[src/hw/rtl/abnsc_pkg.sv]
package abnsc_pkg;

   localparam int MAX_NAL_BYTES = 1048576;
   localparam int CNT_W = $clog2(MAX_NAL_BYTES + 2);
   localparam int LEN_W = 21;

   localparam logic [7:0] FORBID_MASK = 8'h80;
   localparam logic [7:0] REFIDC_MASK = 8'h60;
   localparam logic [7:0] TYPE_MASK = 8'h1f;

   localparam logic [4:0] NT_SLICE = 5'd1;
   localparam logic [4:0] NT_IDR = 5'd5;
   localparam logic [4:0] NT_SEI = 5'd6;
   localparam logic [4:0] NT_SPS = 5'd7;
   localparam logic [4:0] NT_PPS = 5'd8;

   localparam logic [2:0] FK_OTHER = 3'd0;
   localparam logic [2:0] FK_P = 3'd1;
   localparam logic [2:0] FK_B = 3'd2;
   localparam logic [2:0] FK_I = 3'd3;
   localparam logic [2:0] FK_SEI = 3'd4;
   localparam logic [2:0] FK_SPS = 3'd5;
   localparam logic [2:0] FK_PPS = 3'd6;

   localparam logic [1:0] GP_FM_PRE = 2'd0;
   localparam logic [1:0] GP_FM_SUF = 2'd1;
   localparam logic [1:0] GP_ST_PRE = 2'd2;
   localparam logic [1:0] GP_ST_SUF = 2'd3;

   typedef struct packed {
      logic [7:0] in_byte;
      logic       stream_end;
   } req_type;

   typedef struct packed {
      logic [7:0]       out_byte;
      logic             first_of_nal;
      logic             last_of_nal;
      logic [2:0]       prefix_len;
      logic             forbidden_zero;
      logic [1:0]       ref_idc;
      logic [4:0]       nal_type;
      logic [2:0]       frame_kind;
      logic [LEN_W-1:0] nal_length;
      logic             length_overflow;
      logic             bad_start;
   } rsp_type;

   typedef struct packed {
      logic       bad;
      logic [1:0] zeros;
      logic       has_byte;
      logic [7:0] data;
      logic       close;
      logic       start;
      logic       pfx4;
   } cmd_type;

   typedef enum logic [2:0] {
      OP_NONE,
      OP_BAD,
      OP_ZERO,
      OP_BYTE,
      OP_CLOSE
   } op_type;

   typedef struct packed {
      logic [1:0]  phase;
      logic [5:0]  zeros;
      logic [31:0] value;
      logic [2:0]  kind;
   } gol_type;

   function automatic logic [2:0] slice_class(input logic [31:0] value);
      logic [31:0] code;
      logic [2:0]  k;
      code = value - 32'd1;
      case (code)
         32'd0, 32'd3, 32'd5, 32'd8: k = FK_P;
         32'd1, 32'd6: k = FK_B;
         32'd2, 32'd4, 32'd7, 32'd9: k = FK_I;
         default: k = FK_OTHER;
      endcase
      return k;
   endfunction

   function automatic gol_type gol_bit(input gol_type g, input logic bit_in);
      gol_type    r;
      logic [5:0] n;
      r = g;
      n = g.zeros + {5'd0, ~bit_in};
      if (!(g.phase == GP_ST_SUF && g.zeros == 6'd0)) begin
         case (g.phase)
            GP_FM_PRE, GP_ST_PRE: begin
               if (!bit_in && g.zeros < 6'd31) begin
                  r.zeros = g.zeros + 6'd1;
               end else if (g.phase == GP_FM_PRE) begin
                  r.phase = (n == 6'd0) ? GP_ST_PRE : GP_FM_SUF;
                  r.zeros = n;
               end else begin
                  r.value = 32'd1;
                  r.phase = GP_ST_SUF;
                  r.zeros = n;
                  if (n == 6'd0) begin
                     r.kind = slice_class(32'd1);
                  end
               end
            end
            GP_FM_SUF: begin
               if (g.zeros != 6'd0) begin
                  r.zeros = g.zeros - 6'd1;
               end
               if (r.zeros == 6'd0) begin
                  r.phase = GP_ST_PRE;
               end
            end
            default: begin
               r.value = g.value[31] ? 32'hFFFF_FFFF : {g.value[30:0], bit_in};
               r.zeros = g.zeros - 6'd1;
               if (r.zeros == 6'd0) begin
                  r.kind = slice_class(r.value);
               end
            end
         endcase
      end
      return r;
   endfunction

   function automatic gol_type gol_byte(input gol_type g, input logic [7:0] b);
      gol_type r;
      r = g;
      for (int i = 7; i >= 0; i--) begin
         r = gol_bit(r, b[i]);
      end
      return r;
   endfunction

endpackage

[src/hw/rtl/abnsc_front.sv]
module abnsc_front (
   input  logic              clock,
   input  logic              reset,
   input  logic              accept,
   input  abnsc_pkg::req_type req_data,
   output logic              cmd_push,
   output abnsc_pkg::cmd_type cmd_data
);
   import abnsc_pkg::*;

   logic [1:0] hc_ff, hc_in;
   logic       in_nal_ff, in_nal_in;
   logic       started_ff, started_in;
   logic [7:0] b;
   logic       is_start;

   assign b = req_data.in_byte;
   assign is_start = (b == 8'd1) && (hc_ff >= 2'd2);

   always_comb begin
      hc_in = hc_ff;
      in_nal_in = in_nal_ff;
      started_in = started_ff;
      cmd_data = '0;
      cmd_push = 1'b0;
      cmd_data.pfx4 = (hc_ff == 2'd3);
      if (accept) begin
         if (req_data.stream_end) begin
            if (in_nal_ff) begin
               cmd_data.zeros = hc_ff;
               cmd_data.close = 1'b1;
               cmd_push = 1'b1;
            end
            hc_in = 2'd0;
            in_nal_in = 1'b0;
            started_in = 1'b0;
         end else if (!started_ff) begin
            if (b == 8'd0 && hc_ff != 2'd3) begin
               hc_in = hc_ff + 2'd1;
            end else if (is_start) begin
               cmd_data.start = 1'b1;
               cmd_push = 1'b1;
               in_nal_in = 1'b1;
               started_in = 1'b1;
               hc_in = 2'd0;
            end else begin
               cmd_data.bad = 1'b1;
               cmd_push = 1'b1;
               started_in = 1'b1;
               if (b != 8'd0) begin
                  hc_in = 2'd0;
               end
            end
         end else if (in_nal_ff) begin
            if (b == 8'd0) begin
               if (hc_ff != 2'd3) begin
                  hc_in = hc_ff + 2'd1;
               end else begin
                  cmd_data.zeros = 2'd1;
                  cmd_push = 1'b1;
               end
            end else if (is_start) begin
               cmd_data.close = 1'b1;
               cmd_data.start = 1'b1;
               cmd_push = 1'b1;
               hc_in = 2'd0;
            end else begin
               cmd_data.zeros = hc_ff;
               cmd_data.has_byte = 1'b1;
               cmd_data.data = b;
               cmd_push = 1'b1;
               hc_in = 2'd0;
            end
         end else begin
            if (b == 8'd0) begin
               if (hc_ff != 2'd3) begin
                  hc_in = hc_ff + 2'd1;
               end
            end else if (is_start) begin
               cmd_data.start = 1'b1;
               cmd_push = 1'b1;
               in_nal_in = 1'b1;
               hc_in = 2'd0;
            end else begin
               hc_in = 2'd0;
            end
         end
      end
   end

   always_ff @(posedge clock) begin
      if (reset) begin
         hc_ff <= 2'd0;
         in_nal_ff <= 1'b0;
         started_ff <= 1'b0;
      end else begin
         hc_ff <= hc_in;
         in_nal_ff <= in_nal_in;
         started_ff <= started_in;
      end
   end

endmodule

[src/hw/rtl/abnsc_cmd_queue.sv]
module abnsc_cmd_queue (
   input  logic              clock,
   input  logic              reset,
   input  logic              q_push,
   input  abnsc_pkg::cmd_type q_din,
   output logic              q_full,
   input  logic              q_pop,
   output abnsc_pkg::cmd_type q_dout,
   output logic              q_empty
);
   import abnsc_pkg::*;

   cmd_type    mem_ff [2];
   logic       wp_ff, wp_in;
   logic       rp_ff, rp_in;
   logic [1:0] cnt_ff, cnt_in;

   assign q_full = (cnt_ff == 2'd2);
   assign q_empty = (cnt_ff == 2'd0);
   assign q_dout = mem_ff[rp_ff];

   always_comb begin
      wp_in = wp_ff + (q_push ? 1'b1 : 1'b0);
      rp_in = rp_ff + (q_pop ? 1'b1 : 1'b0);
      cnt_in = cnt_ff + (q_push ? 2'd1 : 2'd0) - (q_pop ? 2'd1 : 2'd0);
   end

   always_ff @(posedge clock) begin
      if (q_push) begin
         mem_ff[wp_ff] <= q_din;
      end
   end

   always_ff @(posedge clock) begin
      if (reset) begin
         wp_ff <= 1'b0;
         rp_ff <= 1'b0;
         cnt_ff <= 2'd0;
      end else begin
         wp_ff <= wp_in;
         rp_ff <= rp_in;
         cnt_ff <= cnt_in;
      end
   end

endmodule

[src/hw/rtl/abnsc_back.sv]
module abnsc_back (
   input  logic              clock,
   input  logic              reset,
   input  logic              q_empty,
   input  abnsc_pkg::cmd_type q_dout,
   output logic              q_pop,
   output logic              empty,
   input  logic              pop,
   output abnsc_pkg::rsp_type rsp_data
);
   import abnsc_pkg::*;

   cmd_type          cur_ff, cur_in;
   logic             cur_vld_ff, cur_vld_in;
   logic [7:0]       hdr_ff, hdr_in;
   logic [7:0]       held_ff, held_in;
   logic [CNT_W-1:0] cnt_ff, cnt_in;
   logic [2:0]       pfx_ff, pfx_in;
   gol_type          gol_ff, gol_in;

   rsp_type          rf_ff [2];
   logic             owp_ff, orp_ff;
   logic [1:0]       ocnt_ff, ocnt_in;
   logic             opush;
   rsp_type          res;

   op_type           op;
   logic             go;
   logic             done;
   logic [7:0]       cb;
   logic [4:0]       t;
   logic             slice;
   logic             over;
   logic [CNT_W-1:0] sat;
   logic             do_pop;

   assign t = hdr_ff[4:0];
   assign slice = (t == NT_SLICE) || (t == NT_IDR);
   assign over = cnt_ff > CNT_W'(MAX_NAL_BYTES);
   assign sat = over ? CNT_W'(MAX_NAL_BYTES) : cnt_ff;
   assign go = cur_vld_ff && (ocnt_ff != 2'd2);
   assign do_pop = pop && (ocnt_ff != 2'd0);

   always_comb begin
      if (!cur_vld_ff) begin
         op = OP_NONE;
      end else if (cur_ff.bad) begin
         op = OP_BAD;
      end else if (cur_ff.zeros != 2'd0) begin
         op = OP_ZERO;
      end else if (cur_ff.has_byte) begin
         op = OP_BYTE;
      end else begin
         op = OP_CLOSE;
      end
   end

   always_comb begin
      cur_in = cur_ff;
      cur_vld_in = cur_vld_ff;
      hdr_in = hdr_ff;
      held_in = held_ff;
      cnt_in = cnt_ff;
      pfx_in = pfx_ff;
      gol_in = gol_ff;
      res = '0;
      opush = 1'b0;
      q_pop = 1'b0;
      cb = (op == OP_BYTE) ? cur_ff.data : 8'd0;
      if (go) begin
         case (op)
            OP_BAD: begin
               res.bad_start = 1'b1;
               opush = 1'b1;
               cur_in.bad = 1'b0;
            end
            OP_ZERO, OP_BYTE: begin
               if (cnt_ff != '0) begin
                  res.out_byte = held_ff;
                  res.first_of_nal = (cnt_ff == CNT_W'(1));
                  opush = 1'b1;
                  if (slice) begin
                     gol_in = gol_byte(gol_ff, cb);
                  end
               end else begin
                  hdr_in = cb;
               end
               held_in = cb;
               if (!over) begin
                  cnt_in = cnt_ff + CNT_W'(1);
               end
               if (op == OP_ZERO) begin
                  cur_in.zeros = cur_ff.zeros - 2'd1;
               end else begin
                  cur_in.has_byte = 1'b0;
               end
            end
            OP_CLOSE: begin
               if (cur_ff.close && cnt_ff != '0) begin
                  res.out_byte = held_ff;
                  res.first_of_nal = (cnt_ff == CNT_W'(1));
                  res.last_of_nal = 1'b1;
                  res.prefix_len = pfx_ff;
                  res.forbidden_zero = |(hdr_ff & FORBID_MASK);
                  res.ref_idc = hdr_ff[6:5] & REFIDC_MASK[6:5];
                  res.nal_type = hdr_ff[4:0] & TYPE_MASK[4:0];
                  case (t)
                     NT_SLICE, NT_IDR: res.frame_kind = gol_ff.kind;
                     NT_SEI: res.frame_kind = FK_SEI;
                     NT_SPS: res.frame_kind = FK_SPS;
                     NT_PPS: res.frame_kind = FK_PPS;
                     default: res.frame_kind = FK_OTHER;
                  endcase
                  res.nal_length = LEN_W'(sat);
                  res.length_overflow = over;
                  opush = 1'b1;
               end
               cnt_in = '0;
               if (cur_ff.start) begin
                  pfx_in = cur_ff.pfx4 ? 3'd4 : 3'd3;
                  hdr_in = 8'd0;
                  held_in = 8'd0;
                  gol_in = '0;
               end
               cur_in.close = 1'b0;
               cur_in.start = 1'b0;
            end
            default: begin
            end
         endcase
      end
      done = !(cur_in.bad || cur_in.zeros != 2'd0 || cur_in.has_byte
               || cur_in.close || cur_in.start);
      if (!cur_vld_ff || (go && done)) begin
         q_pop = !q_empty;
         cur_vld_in = !q_empty;
         cur_in = q_dout;
      end
      ocnt_in = ocnt_ff + (opush ? 2'd1 : 2'd0) - (do_pop ? 2'd1 : 2'd0);
   end

   assign empty = (ocnt_ff == 2'd0);
   assign rsp_data = rf_ff[orp_ff];

   always_ff @(posedge clock) begin
      cur_ff <= cur_in;
      hdr_ff <= hdr_in;
      held_ff <= held_in;
      gol_ff <= gol_in;
      if (opush) begin
         rf_ff[owp_ff] <= res;
      end
   end

   always_ff @(posedge clock) begin
      if (reset) begin
         cur_vld_ff <= 1'b0;
         cnt_ff <= '0;
         pfx_ff <= 3'd3;
         owp_ff <= 1'b0;
         orp_ff <= 1'b0;
         ocnt_ff <= 2'd0;
      end else begin
         cur_vld_ff <= cur_vld_in;
         cnt_ff <= cnt_in;
         pfx_ff <= pfx_in;
         owp_ff <= owp_ff + (opush ? 1'b1 : 1'b0);
         orp_ff <= orp_ff + (do_pop ? 1'b1 : 1'b0);
         ocnt_ff <= ocnt_in;
      end
   end

endmodule

[src/hw/rtl/annexb_nal_splitter_classifier_core.sv]
// A byte's result passes the command queue, the current command and the result queue.
// Throughput: one byte per cycle unless full; the back end executes one confirm,
// close or bad-start step per cycle while the result queue has room.
// The exp-Golomb slice header read advances 8 bits per confirm step.
// Reset: synchronous; empties both queues and returns the parser to stream start.
module annexb_nal_splitter_classifier_core (
   input  logic              clock,
   input  logic              reset,
   input  logic              push,
   output logic              full,
   input  abnsc_pkg::req_type req_data,
   output logic              empty,
   input  logic              pop,
   output abnsc_pkg::rsp_type rsp_data
);
   import abnsc_pkg::*;

   logic    accept;
   logic    cmd_push;
   cmd_type cmd_data;
   logic    q_full;
   logic    q_pop;
   logic    q_empty;
   cmd_type q_dout;

   assign full = q_full;
   assign accept = push && !q_full;

   abnsc_front u_front (
      .clock    (clock),
      .reset    (reset),
      .accept   (accept),
      .req_data (req_data),
      .cmd_push (cmd_push),
      .cmd_data (cmd_data)
   );

   abnsc_cmd_queue u_queue (
      .clock   (clock),
      .reset   (reset),
      .q_push  (cmd_push),
      .q_din   (cmd_data),
      .q_full  (q_full),
      .q_pop   (q_pop),
      .q_dout  (q_dout),
      .q_empty (q_empty)
   );

   abnsc_back u_back (
      .clock    (clock),
      .reset    (reset),
      .q_empty  (q_empty),
      .q_dout   (q_dout),
      .q_pop    (q_pop),
      .empty    (empty),
      .pop      (pop),
      .rsp_data (rsp_data)
   );

   a_mid_fields_zero: assert property (@(posedge clock) disable iff (reset)
      (!empty && !rsp_data.last_of_nal) |->
         (rsp_data.nal_length == '0 && rsp_data.frame_kind == FK_OTHER
          && rsp_data.prefix_len == 3'd0))
      else $error("summary fields set on a non-final transaction");

   a_bad_clean: assert property (@(posedge clock) disable iff (reset)
      (!empty && rsp_data.bad_start) |->
         (rsp_data.out_byte == 8'd0 && !rsp_data.first_of_nal && !rsp_data.last_of_nal))
      else $error("bad_start transaction carries payload");

   a_prefix_len: assert property (@(posedge clock) disable iff (reset)
      (!empty && rsp_data.last_of_nal) |->
         (rsp_data.prefix_len == 3'd3 || rsp_data.prefix_len == 3'd4))
      else $error("illegal prefix length on final transaction");

endmodule

[config.mk]
export PLATFORM = sky130hd
export DESIGN_NAME = annexb_nal_splitter_classifier_core
export DESIGN_NICKNAME = d
export VERILOG_FILES = /design/src/hw/rtl/abnsc_pkg.sv /design/src/hw/rtl/abnsc_front.sv /design/src/hw/rtl/abnsc_cmd_queue.sv /design/src/hw/rtl/abnsc_back.sv /design/src/hw/rtl/annexb_nal_splitter_classifier_core.sv
export SDC_FILE = /design/constraint.sdc
export NUM_CORES = 1
export LEC_CHECK = 0
export BUFFER_PORTS_ARGS = -buffer_cell sky130_fd_sc_hd__buf_4
export CORE_MARGIN = 5
export CORE_UTILIZATION = 49
export DETAILED_ROUTE_END_ITERATION = 8
export GPL_TIMING_DRIVEN = 0
export HOLD_SLACK_MARGIN = 0.08
export PLACE_DENSITY = 0.65
export SYNTH_ARGS = -nofsm -noshare
export SYNTH_HDL_FRONTEND = slang
export SYNTH_HIERARCHICAL = 1
export SYNTH_SLANG_ARGS = --single-unit
[constraint.sdc]
create_clock -name clock -period 35.4 [get_ports clock]
set_clock_uncertainty 0.1 [all_clocks]
set_input_delay 0 -clock clock [delete_from_list [all_inputs] [get_ports clock]]
set_output_delay 0 -clock clock [all_outputs]
set_load 0.05 [all_outputs]
# [After elaboration in Yosys (flattened, before gate mapping)]
# Memory sizes are Yosys's and may differ from the RTL's. A register that Yosys moved wholly into a read port is not among the register bits.
# Index checks and enable logic that the tools add are counted.
[totals] regBits=111 output_inout_bits=49 ramBits=124 rom_bits=256 memories=10 in_bits=13 word_cells=564
[classes] order_cmp=10 addsub=43 bitwise=8 n_eq_ne=46 muxes=297 reduce_logical=125
[memory_table] name="u_back.rf_ff" words=2 width=47 rd=1 rd_ports_with_merged_regs=1 wr=1 line_no="abnsc_back.sv:21" rtl="rsp_type rf_ff [2];"
[memory_table] name="(no name shown)" words=16 width=2 rd=1 rd_ports_with_merged_regs=0 wr=0 line_no="abnsc_pkg.sv:78" rtl="case (code)"
[memory_table] name="(no name shown)" words=16 width=2 rd=1 rd_ports_with_merged_regs=0 wr=0 line_no="abnsc_pkg.sv:78"
[memory_table] name="(no name shown)" words=16 width=2 rd=1 rd_ports_with_merged_regs=0 wr=0 line_no="abnsc_pkg.sv:78"
[memory_table] name="(no name shown)" words=16 width=2 rd=1 rd_ports_with_merged_regs=0 wr=0 line_no="abnsc_pkg.sv:78"
[memory_table] name="(no name shown)" words=16 width=2 rd=1 rd_ports_with_merged_regs=0 wr=0 line_no="abnsc_pkg.sv:78"
[memory_table] name="4 more memories"
[ops] operator="43-bit 2-to-1 mux" count=39
[ops] operator="35-bit 2-to-1 mux" count=16
[ops] operator="35-bit one-hot mux with 2 select lines" count=8
[ops] operator="6-bit 2-to-1 mux" count=64
[ops] operator="32-bit 2-to-1 mux" count=8
[ops] operator="32-bit by 1-bit subtractor with 32-bit output, second input constant" count=8
[ops] operator="28-bit zero test" count=8
[ops] operator="6-bit zero test" count=32
[ops] operator="6-bit one-hot mux with 2 select lines" count=8
[ops] operator="3-bit 2-to-1 mux" count=30
[ops] operator="8-bit 2-to-1 mux" count=11
[ops] operator="43-bit one-hot mux with 2 select lines" count=1
[ops] operator="2-bit 2-to-1 mux" count=38
[ops] operator="6-bit by 1-bit adder with 6-bit output" count=8
[ops] operator="6-bit by 1-bit adder with 6-bit output, second input constant" count=8
[ops] operator="6-bit by 5-bit < comparator with 1-bit output, second input constant" count=8
[ops] operator="6-bit nonzero test" count=8
[ops] operator="6-bit by 1-bit subtractor with 6-bit output, second input constant" count=8
[ops] operator="47-bit 2-to-1 mux" count=1
[ops] operator="1-bit 2-to-1 mux" count=46
[ops] operator="46-bit 2-to-1 mux" count=1
[ops] operator="21-bit 2-to-1 mux" count=2
[ops] operator="21-bit one-hot mux with 2 select lines" count=1
[ops] operator="37-bit 2-to-1 mux" count=1
[ops] operator="other kinds (48)" count=166

# [Longest topological paths before layout]
[logic_depth] depth_word=129 mapped_depth=62 depth_no_buf=58

# [Modules after synthesis]
# Netlist, hierarchy kept.
[modules_own_cells] module="abnsc_back" n_inst=1 area_each_um2=22283.9 cells_each=2889 seq_area_each_um2=5485.3
[modules_own_cells] module="abnsc_cmd_queue" n_inst=1 area_each_um2=1335.0 cells_each=66 seq_area_each_um2=980.9
[modules_own_cells] module="abnsc_front" n_inst=1 area_each_um2=454.2 cells_each=61 seq_area_each_um2=80.1
[modules_own_cells] module="annexb_nal_splitter_classifier_core" n_inst=1 area_each_um2=13.8 cells_each=1 seq_area_each_um2=0.0

# [Worst setup path after synthesis]
# No wires, ideal clock.
[synth_path] path_kind="flip-flop to flip-flop" start="reg u_back/cur_ff[12] in the netlist's numbering" end="reg u_back/gol_ff[1] in the netlist's numbering, data pin" setup_time_ns=0.260 setup_slack_ns=23.409 stages_incl_launch_ff=55 t_required_ns=35.040 path_buffers=3 period_less_slack_ns=11.991 arrival_time_ns=11.631 cell_sequence="dfxtp_1 inv_1 ha_1 nand4b_2 nor2_2 inv_2 ha_1 ha_1 a311oi_2 nand2_1 inv_1 ha_1 o21ai_1 a2111oi_4 nor3_1 or3_1 buf_2 ha_1 [19 not listed] mux2i_2 ha_1 inv_1 o32ai_1 and2_1 a21o_1 a211oi_1 a21oi_1 inv_1 ha_1 ha_1 inv_1 xnor2_1 or3_1 and4bb_2 mux2i_1 o21ai_0 o21ai_1"
[synth_via] elab_chain_len=110 elab_cells_between_ends=346 classes_between="add/sub (29); order compare (7); eq/ne (24); mux (189); bitwise (8); reduce/logical (81); memory (8)"
[synth_rtl] element="start, declared" line_no="abnsc_back.sv:13" rtl="cmd_type cur_ff, cur_in;"
[synth_rtl] element="start signal, assigned" line_no="abnsc_back.sv:146" rtl="cur_ff <= cur_in;"
[synth_rtl] element="2-bit nonzero test *" line_no="abnsc_back.sv:49" rtl="end else if (cur_ff.zeros != 2'd0) begin"
[synth_rtl] element="3-bit 2-to-1 mux *" line_no="abnsc_back.sv:49"
[synth_rtl] element="3-bit 2-to-1 mux *" line_no="abnsc_back.sv:47" rtl="end else if (cur_ff.bad) begin"
[synth_rtl] element="3-bit 2-to-1 mux *" line_no="abnsc_back.sv:45" rtl="if (!cur_vld_ff) begin"
[synth_rtl] element="branches (longest 105 deep; another with 6-bit by 1-bit adder with 6-bit output)"
[synth_rtl] element="43-bit one-hot mux with 2 select lines *" line_no="abnsc_back.sv:71" rtl="case (op)"
[synth_rtl] element="end signal, assigned" line_no="abnsc_back.sv:149" rtl="gol_ff <= gol_in;"
[synth_rtl] element="end, declared" line_no="abnsc_back.sv:19" rtl="gol_type gol_ff, gol_in;"
# Mark *: on every way between the ends. The select of a mux whose other input is x is not followed.
# A chain may end at the register's enable or synchronous reset.

# [Final worst setup path]
[layout_path] start="reg u_back/cur_ff[12] in the netlist's numbering" end="reg u_back/gol_ff[0] in the netlist's numbering, data pin"
# The elaborated chain is that of the path after synthesis.

==> run_results.csv <==
group,metric,value,unit
detailed_routing,viasPerCell,6.70,
detailed_routing,drcViolationCount,0,
timing,min_period_over_period,48.2,%
synthesis,yosys.area.top_type_share,23.7,%
clocking,cts_buffers,25,
worst_setup_path,r2r_slack,18.35,ns
status,status,"finished, final reports clean",
clocking,cts_sinks,232,
clocking,cts_tree,"yes",
global_route,antenna_found_initial,2,
worst_setup_path,crit_start,"u_back/cur_ff[12]",
synthesis,syn_avg_cell_area,7.98,um2
timing,slew_headroom,16.5,%
global_route,grt_overflow,0,
run,maxCapViolations,0,
worst_setup_path,crit_path_start_kind,"flip-flop",
synthesis,syn-cell-area,24100,um2
layout,final_common_cell,"nand2_1",
detailed_routing,drt_first_pass_iters,6,
hold_path,hold_class,"in2reg",
placement,port_buffers,61,
worst_setup_path,critPathMaxStageDelay,0.71,ns
worst_setup_path,cp-endpoint,"u_back/gol_ff[0]",
layout,final_util,54.2,%
timing,fin_tns_setup,0,ns
placement,post-dp-hpwl,70800,um
worst_setup_path,critPathMostFrequentCell,"ha_1",
worst_setup_path,path_max_fanout,10,
detailed_routing,wl_per_cell,23.7,um
worst_setup_path,r2r_cells,58,
timing,setup-violations-final,0,
timing,hold_viol,0,
global_route,grt_pass1_vias,23200,
worst_setup_path,required,35.55,ns
floorplan,start_util,49.4,%
layout,stdcell_area,26400,um2
synthesis,synth_edf_count,190,
worst_setup_path,r2r-start,"u_back/cur_ff[12]",
layout,nNetsFinal,3222,
global_route,grt_max_degree,29,
worst_setup_path,r2r_end,"u_back/gol_ff[0]",
synthesis,synth-async-reset-ratio,0,%
synthesis,ys_ff_latch,232,
detailed_routing,route.vias.total,25500,
clocking,cts_setup_buffers,0,
floorplan,pin_count,62,
placement,place_congestion,0.982,
floorplan,die_y,232,um
layout,final_cell_mix,"nand2_1 (337), nor2_1 (286), o21ai_0 (212)",
layout,stdcell_count,3812,
timing,tightestPinTransition,1.25,ns
worst_setup_path,cp_top_family,"compound AO/OA/AOI/OAI gates",
clocking,clock_latency,0.55,ns
clocking,postCtsResizedCells,0,
synthesis,ys.flop_type,"edfxtp_1",
global_route,grtUsageTotal,32.0,%
synthesis,synthesis.nets,3109,
floorplan,core,48700,um2
worst_setup_path,path_class,"reg2reg",
global_route,grt_pass1_wl,138000,um
timing,rsz0062_at_grt,"false",
synthesis,syn_inst,3017,
placement,placed_area,25500,um2
floorplan,chipWidth,232,um
layout,drive_gt1_share,11.8,%
detailed_routing,ant_nets,0,
worst_setup_path,slowest_stage,"o31ai_1",
worst_setup_path,arrival,17.21,ns
detailed_routing,drt_iter0_markers,3153,
clocking,clkTransAtPathRegs,0.06,ns
synthesis,yosys_warnings,6,
detailed_routing,wl,90400,um
layout,syn2layout_area_growth,9.66,%
clocking,cts-root-buf,"clkbuf_16",
hold_path,worst_hold_path.num_cells,5,
worst_setup_path,crit_path_end_kind,"flip-flop",
synthesis,synth_top_area_cell,"edfxtp_1",
clocking,ctsHoldBuffers,21,
layout,diodes,0,
timing,max_freq,0.0586,GHz
synthesis,yosysSeqAreaShare,27.2,%
synthesis,synth_cell_types,138,
timing,maxSlewViolCount,0,
clocking,clock_path_buffers,3,
placement,post-place-cells,3746,
floorplan,die-area,53700,um2
worst_setup_path,path_buf_inv,11,
floorplan,rows,81,
synthesis,synthTopCellsByArea,"edfxtp_1 (24%), nand2_1 (5.3%), nor2_1 (4.5%)",
worst_setup_path,cp.depth,58,
timing,min_period,17.05,ns
clocking,h-tree-depth,1,
layout make-up:
cell class,instances,area (um2)
fillers,4617,22300
well taps,664,831
plain buffers,172,852
repair buffers,86,738
flip-flops and latches,232,6550
clock inverters,9,58.8
clock buffers,36,677
inverters,106,399
multi-input cells,2507,16300
per-stage QoR:
step                      setup slack (ns)  hold WS, ns
after floorplan                      23.41      -0.0333
after CTS                            18.89        0.118
after global routing                 17.74        0.178
after detailed placement             18.91        0.213
after global placement               19.04        0.203
final                                18.35        0.146
routing by layer:
layer	routed length (um)	GRT usage, %	vias to the layer above
li1	-	-	11700
met1	40500	48.3	12300
met2	38700	48.1	1335
met3	8190	4.24	176
met4	3060	9.21	2
met5	13	0	-
tightest hold or removal path, delay by kind of cell:
kind / cells / cell delay [ns]
AND/OR/NAND/NOR: 2 / 0.23
AO/OA/AOI/OAI: 1 / 0.05
buffers and inverters: 2 / 0.32
registers in the layout, summed over array words and instances, names as in the netlist, 2 cells and up:
signal,cells
u_back/cnt_ff,21
u_queue/mem_ff,30
u_back/hdr_ff,8
u_back/cur_ff,15
u_back/gol_ff,43
u_queue/cnt_ff,2
u_back/ocnt_ff,2
u_front/hc_ff,2
u_back/held_ff,8
u_back/pfx_ff,2
u_back/rf_ff,92
Yosys cell counts, types with 33 or more instances:
master,count
o21ai_1,36
buf_2,44
ha_1,79
nor3_1,90
o22ai_1,51
dfxtp_1,42
nand4_1,47
edfxtp_1,190
nor4_1,43
clkbuf_1,94
inv_1,98
o31ai_1,33
nand2_1,337
mux2i_1,35
mux2_2,64
nand3_1,105
and2_1,65
o21ai_0,212
and3_1,53
xnor2_1,57
nor2_1,286
a22o_1,42
a21oi_1,185
a211oi_1,37
a22oi_1,51
cells by family after synthesis:
group,Yosys count,share of synthesized area [%]
AO/OA/AOI/OAI,991,29.0
adder cells (fa/ha/maj),79,4.10
XOR/XNOR,85,3.15
multiplexers,110,5.11
buffers and inverters,278,5.19
flip-flops,232,27.2
AND/OR/NAND/NOR,1242,26.3
worst min-delay path by stage:
stage	from	to	slack, ns
after floorplan	reset	u_back/owp_ff	-0.03
after global placement	reset	u_back/owp_ff	0.20
after detailed placement	reset	u_queue/wp_ff	0.21
after CTS	push	u_queue/mem_ff[1][13]	0.12
after global routing	push	u_queue/mem_ff[1][13]	0.18
final	push	u_queue/mem_ff[1][13]	0.15
Power is left out: the tool's default activity adds up to more than one toggle a clock period on the data nets, which glitch-free logic cannot reach.
